<file path="config.mk">
export PLATFORM = sky130hd
export DESIGN_NAME = binary_gcd_and_lcm_32_top
export DESIGN_NICKNAME = d
export VERILOG_FILES = /design/src/sv/bgl_pkg.sv /design/src/sv/bgl_gcd.sv /design/src/sv/bgl_div.sv /design/src/sv/binary_gcd_and_lcm_32_top.sv
export SDC_FILE = /design/constraint.sdc
export NUM_CORES = 2
export LEC_CHECK = 0
export ABC_CLOCK_PERIOD_IN_PS = 7690
export BUFFER_PORTS_ARGS = -buffer_cell sky130_fd_sc_hd__buf_4
export CAP_MARGIN = 10
export CORE_MARGIN = 2
export CORE_UTILIZATION = 45
export CTS_CLUSTER_DIAMETER = 200
export DETAILED_ROUTE_END_ITERATION = 7
export SLEW_MARGIN = 30
export SYNTH_ARGS = -nofsm -noshare
export SYNTH_HDL_FRONTEND = slang
export SYNTH_SLANG_ARGS = --single-unit
</file>
<file path="constraint.sdc">
create_clock -name clk -period 7.69 [get_ports clk]
set_input_delay 1.1535 -clock clk [delete_from_list [all_inputs] [get_ports clk]]
set_output_delay 1.1535 -clock clk [all_outputs]
set_load 0.005 [all_outputs]
</file>
<file path="src/sv/bgl_pkg.sv">
// Shared constants and types for the binary GCD and LCM block.
`timescale 1ns / 1ps
`default_nettype none
package bgl_pkg;

	localparam int OPERAND_WIDTH_DEF = 32;
	localparam int IN_W              = 32;
	localparam int GCD_W             = 32;
	localparam int LCM_W             = 63;

	typedef enum logic [2:0] {
		ST_IDLE,
		ST_GCD,
		ST_DIV,
		ST_MUL,
		ST_OUT
	} bgl_state_t;

endpackage
`default_nettype wire

</file>
<file path="src/sv/bgl_gcd.sv">
// Iterative binary GCD unit, one shift or subtract step per cycle.
`timescale 1ns / 1ps
`default_nettype none
module bgl_gcd
	import bgl_pkg::*;
#(
	parameter int W = OPERAND_WIDTH_DEF
) (
	input  wire logic         clk,
	input  wire logic         arst_n,
	input  wire logic         start,
	input  wire logic [W-1:0] x_in,
	input  wire logic [W-1:0] y_in,
	output logic              done,
	output logic [W-1:0]      gcd
);

	localparam int SW = $clog2(W + 1);

	logic [W-1:0]  x_q;
	logic [W-1:0]  y_q;
	logic [SW-1:0] sh_q;
	logic          busy_q;
	logic          finish;
	logic          x_lt_y;

	assign finish = (x_q == '0) || (y_q == '0);
	assign x_lt_y = x_q < y_q;
	assign done   = busy_q && finish;
	assign gcd    = (x_q | y_q) << sh_q;

	always_ff @(posedge clk or negedge arst_n) begin
		if (!arst_n) begin
			busy_q <= 1'b0;
		end else if (start) begin
			busy_q <= 1'b1;
		end else if (done) begin
			busy_q <= 1'b0;
		end
	end

	always_ff @(posedge clk) begin
		if (start) begin
			x_q  <= x_in;
			y_q  <= y_in;
			sh_q <= '0;
		end else if (busy_q && !finish) begin
			priority if (!x_q[0] && !y_q[0]) begin
				x_q  <= x_q >> 1;
				y_q  <= y_q >> 1;
				sh_q <= sh_q + SW'(1);
			end else if (!x_q[0]) begin
				x_q <= x_q >> 1;
			end else if (!y_q[0]) begin
				y_q <= y_q >> 1;
			end else if (x_lt_y) begin
				y_q <= (y_q - x_q) >> 1;
			end else begin
				x_q <= (x_q - y_q) >> 1;
			end
		end
	end

endmodule
`default_nettype wire

</file>
<file path="src/sv/bgl_div.sv">
// Restoring divider, one quotient bit per cycle.
`timescale 1ns / 1ps
`default_nettype none
module bgl_div
	import bgl_pkg::*;
#(
	parameter int W = OPERAND_WIDTH_DEF
) (
	input  wire logic         clk,
	input  wire logic         arst_n,
	input  wire logic         start,
	input  wire logic [W-1:0] dividend,
	input  wire logic [W-1:0] divisor,
	output logic              done,
	output logic [W-1:0]      quotient
);

	localparam int CW = $clog2(W + 1);

	logic [W:0]    rem_q;
	logic [W-1:0]  quo_q;
	logic [W-1:0]  dvs_q;
	logic [CW-1:0] cnt_q;
	logic          busy_q;
	logic [W:0]    rem_sh;
	logic [W:0]    rem_sub;
	logic          fits;

	assign rem_sh   = {rem_q[W-1:0], quo_q[W-1]};
	assign rem_sub  = rem_sh - {1'b0, dvs_q};
	assign fits     = rem_sh >= {1'b0, dvs_q};
	assign done     = busy_q && (cnt_q == CW'(W));
	assign quotient = quo_q;

	always_ff @(posedge clk or negedge arst_n) begin
		if (!arst_n) begin
			busy_q <= 1'b0;
		end else if (start) begin
			busy_q <= 1'b1;
		end else if (done) begin
			busy_q <= 1'b0;
		end
	end

	always_ff @(posedge clk) begin
		if (start) begin
			rem_q <= '0;
			quo_q <= dividend;
			dvs_q <= divisor;
			cnt_q <= '0;
		end else if (busy_q && !done) begin
			rem_q <= fits ? rem_sub : rem_sh;
			quo_q <= {quo_q[W-2:0], fits};
			cnt_q <= cnt_q + CW'(1);
		end
	end

endmodule
`default_nettype wire

</file>
<file path="src/sv/binary_gcd_and_lcm_32_top.sv">
// Top level: GCD and LCM of two signed operands under a small sequencer.
// Sequence: load the operands, run the GCD steps in the shift/subtract unit, divide the
//   first magnitude by the GCD, multiply by the second magnitude, then offer the result.
// Throughput: one item at a time; the next item is accepted after the result transfers.
// Both operands zero skip the divider and multiplier.
// Reset: arst_n clears the sequencer and unit busy flags; the block comes up idle.
`timescale 1ns / 1ps
`default_nettype none
module binary_gcd_and_lcm_32_top
	import bgl_pkg::*;
#(
	parameter int OPERAND_WIDTH = OPERAND_WIDTH_DEF
) (
	input  wire logic             clk,
	input  wire logic             arst_n,
	input  wire logic             in_valid,
	output logic                  in_ready,
	input  wire logic [IN_W-1:0]  operand_a,
	input  wire logic [IN_W-1:0]  operand_b,
	output logic                  out_valid,
	input  wire logic             out_ready,
	output logic [GCD_W-1:0]      gcd_value,
	output logic [LCM_W-1:0]      lcm_value,
	output logic                  lcm_error
);

	localparam int W  = OPERAND_WIDTH;
	localparam int PW = 2 * W;

	bgl_state_t state_q;
	bgl_state_t state_d;

	logic [W-1:0]  raw_a;
	logic [W-1:0]  raw_b;
	logic [W-1:0]  mag_a;
	logic [W-1:0]  mag_b;
	logic [W-1:0]  ma_q;
	logic [W-1:0]  mb_q;
	logic [W-1:0]  g_q;
	logic [W-1:0]  quo_q;
	logic [PW-1:0] lcm_q;
	logic          err_q;
	logic [PW-1:0] prod;

	logic          accept;
	logic          gcd_done;
	logic [W-1:0]  gcd_res;
	logic          div_start;
	logic          div_done;
	logic [W-1:0]  div_quo;
	logic          gcd_zero;

	assign raw_a    = operand_a[W-1:0];
	assign raw_b    = operand_b[W-1:0];
	assign mag_a    = raw_a[W-1] ? W'(0) - raw_a : raw_a;
	assign mag_b    = raw_b[W-1] ? W'(0) - raw_b : raw_b;
	assign accept   = in_valid && in_ready;
	assign gcd_zero = gcd_res == '0;
	assign prod     = PW'(quo_q) * PW'(mb_q);

	bgl_gcd #(.W(W)) u_gcd (
		.clk    (clk),
		.arst_n (arst_n),
		.start  (accept),
		.x_in   (mag_a),
		.y_in   (mag_b),
		.done   (gcd_done),
		.gcd    (gcd_res)
	);

	bgl_div #(.W(W)) u_div (
		.clk      (clk),
		.arst_n   (arst_n),
		.start    (div_start),
		.dividend (ma_q),
		.divisor  (gcd_res),
		.done     (div_done),
		.quotient (div_quo)
	);

	always_ff @(posedge clk or negedge arst_n) begin
		if (!arst_n) begin
			state_q <= ST_IDLE;
		end else begin
			state_q <= state_d;
		end
	end

	always_comb begin
		state_d   = state_q;
		in_ready  = 1'b0;
		out_valid = 1'b0;
		div_start = 1'b0;
		unique case (state_q)
			ST_IDLE: begin
				in_ready = 1'b1;
				if (in_valid) begin
					state_d = ST_GCD;
				end
			end
			ST_GCD: begin
				if (gcd_done) begin
					if (gcd_zero) begin
						state_d = ST_OUT;
					end else begin
						div_start = 1'b1;
						state_d   = ST_DIV;
					end
				end
			end
			ST_DIV: begin
				if (div_done) begin
					state_d = ST_MUL;
				end
			end
			ST_MUL: begin
				state_d = ST_OUT;
			end
			ST_OUT: begin
				out_valid = 1'b1;
				if (out_ready) begin
					state_d = ST_IDLE;
				end
			end
			default: begin
				state_d = ST_IDLE;
			end
		endcase
	end

	always_ff @(posedge clk) begin
		if (accept) begin
			ma_q <= mag_a;
			mb_q <= mag_b;
		end
		if (state_q == ST_GCD && gcd_done) begin
			g_q   <= gcd_res;
			err_q <= gcd_zero;
			lcm_q <= '0;
		end
		if (state_q == ST_DIV && div_done) begin
			quo_q <= div_quo;
		end
		if (state_q == ST_MUL) begin
			lcm_q <= prod;
		end
	end

	assign gcd_value = GCD_W'(g_q);
	assign lcm_value = LCM_W'(lcm_q);
	assign lcm_error = err_q;

endmodule
`default_nettype wire
</file>
==> results.md <==
- Leakage power: 0.0294 uW
- WL final: 167000 microns
- Die Span Y: 356 microns
- Clock root cell: clkbuf_16
- Adder-cell area share of the yosys netlist: 41.0%
- Max-slew violation count: 0
- Share of layout cells above drive strength 1: 14.1%
- GR met2 Demand/Resource: 41.2%
- FMAX: 128 MHz
- GPL Wtd Cong: 0.969
- Total number of vias: 42601
- CP Capture Type: flip-flop
- Area delta synth->final: 14.8%
- Ys async rst share: 1.36%
- # setup viols final: 11
- Setup slack after layout: -0.150 ns
- Mapped cell area: 55600 sq um
- Yosys reg bits: 369
- Post-DP HPWL: 137000 microns
- Total CTS buffers: 44
- Clk buf depth: 3
- WP data arrival: 8.21 ns
- Rows: 128
- Initial DRC Count: 3587
- End-of-flow core utilization: 52.3%
- Failing checks: negative setup slack
- Top area cells in the synthesized netlist: fa_1, edfxtp_1, ha_1, inv_1, and2_1
- Worst path slowest cell: fa_1
- Final period demand of the worst path: 7.84 ns
- Routed vias/inst: 5.40
- Initial Utilization: 45.5%
- Most used cell, CP: fa_1
- Kind of critical path: reg2reg
- Initial DRT Pass Iterations: 6
- Synth cell count leaders: inv_1, fa_1, nand2_1
- Worst VDD drop: 0.000216 V
- Synth area leader: fa_1
- Post-synth top area share: 32.3%
- DIE AREA: 126000 sq um
- Avg Inst Size Synth: 9.39 sq um
- CTS tree: built
- Seq/Total Area, Yosys: 19.1%
- Outcome: finished with violations
- Tcrit/Tclk final: 102%
- Unrepaired setup endpoints after global routing: true
- Crit-path max cell delay: 0.59 ns
- Post-DRT Antenna Nets: 0
- Design Area, Final: 63900 sq um
- Clk Latency, worst-skew pair: 0.65 ns
- Compound-Gate Fraction of Synth Area: 8.51%
- Grt met1 use: 37.7%
- Grt total ovfl: 0
- Worst-Margin Slew: 1.08 ns
- Largest family of logic cells by synthesized area: adder cells
- Worst EP required: 8.06 ns
- Per-cell routed wire length: 21.1 microns
- CP Max Fanout: 4
- Vias in the first global route: 43644
- Initial antenna violation count: 5
- Top FF cell, synth: edfxtp_1
- Most Crowded Layer GR: met2
- Clk_skew: 0.0269 ns
- Post-synthesis mux area share: 1.99%
- Startpoint types: flip-flop
- Max H-tree Level: 2
- XOR/XNOR Fraction of Synth Area: 3.28%
- Mapped Nets: 7274
- Synth Instances: 5922
- Final #Nets: 7573
- Setup_tns: -0.725 ns
- Synth unique cells: 83
- Max transition margin: 27.3%
- Global-route wire length before repair: 258000 microns
- Simple-gate area share of the yosys netlist: 16.9%
- Worst r2r path cells: 30
- HP Class: in2async
- Placed inst area: 60700 sq um
- Final Hold Fails: 0
- Max-Cap Viols: 0
- Placeable Area: 122000 sq um
- P per Cell Area: 184 nW/um^2
- Largest net degree at the start of global routing: 84
- IO buf count: 165
- Most frequent cell after synthesis: inv_1
- Clk sink count: 369
- Syn. warnings: 0
- Reg clk slew, reported paths: 0.06 ns
- Fill count: 11213
- IO Count: 166
- Die span in x: 356 microns
- Met3 Use GR: 4.83%
- Post-synth EDFFs: 320
- Final routed DRC violation total: 0
- GRT Util Overall: 26.4%
## routing by layer
layer	share of wire, %	routed length (microns)	up-vias
met3	7.3	12100	228
met2	45	74700	1440
met1	45	74600	21590
li1	-	-	19341
met4	3.1	5090	2
met5	0.0078	13	-
## flip-flops by register name, indices dropped and copies added, names as in the netlist, 32 cells and up
signal and cells:
gcd_value 32, mb_q 32, lcm_q 63, u_div.dvs_q 32
u_div.rem_q 32, quo_q 32, u_gcd.x_q 32, ma_q 32
u_gcd.y_q 32, u_div.quotient 32
## power by group
part | internal [uW] | total [uW] | switching [uW]
logic | 2280 | 6360 | 4070
registers | 2690 | 3090 | 401
clock network | 1310 | 2290 | 981
total | 6280 | 11700 | 5460
## layout by cell type (no fill, tap or decap), types with 128 or more instances in the layout
cell	netlist	routed
a21oi_1	209	192
fa_1	898	862
nor2_1	311	304
o21ai_0	138	128
edfxtp_1	320	320
nand2_1	726	715
buf_4	3	498
and2_1	601	586
inv_1	1007	986
xnor2_1	164	161
ha_1	386	369
## critical path: cells and delay by family (launching register included)
family / cells / cell delay, ns
buffers and inverters: 9 / 0.93
flip-flops: 1 / 0.45
XOR/XNOR: 1 / 0.12
adder cells (fa/ha/maj): 9 / 4.34
AO/OA/AOI/OAI: 5 / 0.73
AND/OR/NAND/NOR: 6 / 0.97
## cells by family (layout without fill, tap and decap cells)
group	count (synthesis)	count (layout)
flip-flops	369	369
AO/OA/AOI/OAI	725	725
other	0	3
adder cells (fa/ha/maj)	1284	1284
buffers and inverters	1341	1676
multiplexers	70	70
XOR/XNOR	208	208
AND/OR/NAND/NOR	1925	1925
## path summary, 6_finish.rpt
path,start,end,slack (ns)
max in group asynchronous,arst_n,state_q[2]$_DFFE_PN0P_,7.26
hold / removal,arst_n,u_gcd.busy_q$_DFFE_PN0P_,0.31
setup / recovery,quo_q[13]$_DFFE_PP_,lcm_q[62]$_SDFFCE_PN0P_,-0.15
min in group clk,u_div.quotient[28]$_DFFE_PP_,quo_q[28]$_DFFE_PP_,0.45
hold reg to reg,u_div.quotient[28]$_DFFE_PP_,quo_q[28]$_DFFE_PP_,0.45
setup reg to reg,quo_q[13]$_DFFE_PP_,lcm_q[62]$_SDFFCE_PN0P_,-0.15
## cell type report
type	count	area, sq um	area share (%)
multi-input combinational	4212	40800	63.8
sequential	369	10600	16.6
timing repair buffer	580	5050	7.91
inverter	1014	3810	5.97
tap	1625	2030	3.18
clock buffer	46	1110	1.74
clock inverter	36	464	0.727
antenna	3	7.51	0.0118
## metrics by stage
| step | cells | hold slack (ns) | power, uW | setup slack [ns] |
|---|---|---|---|---|
| floorplan | 5922 | 0.426 | 7230 | 0.100 |
| global placement | 7732 | 0.438 | 9350 | -0.679 |
| detailed placement | 7732 | 0.435 | 9330 | -0.669 |
| CTS | 7873 | 0.273 | 11700 | -0.0947 |
| global route | 7885 | 0.280 | 12300 | -0.335 |
| finish | 7885 | 0.305 | 11700 | -0.150 |
## timing repair
item	4_1_cts	5_1_grt
endpoints found under the setup margin	23	26
buffers inserted	60	13
hold buffers	0	0
pin swaps	99	83
cloned	2	0
resized for setup	142	105
No activity file was read; power rests on OpenSTA's default activity.
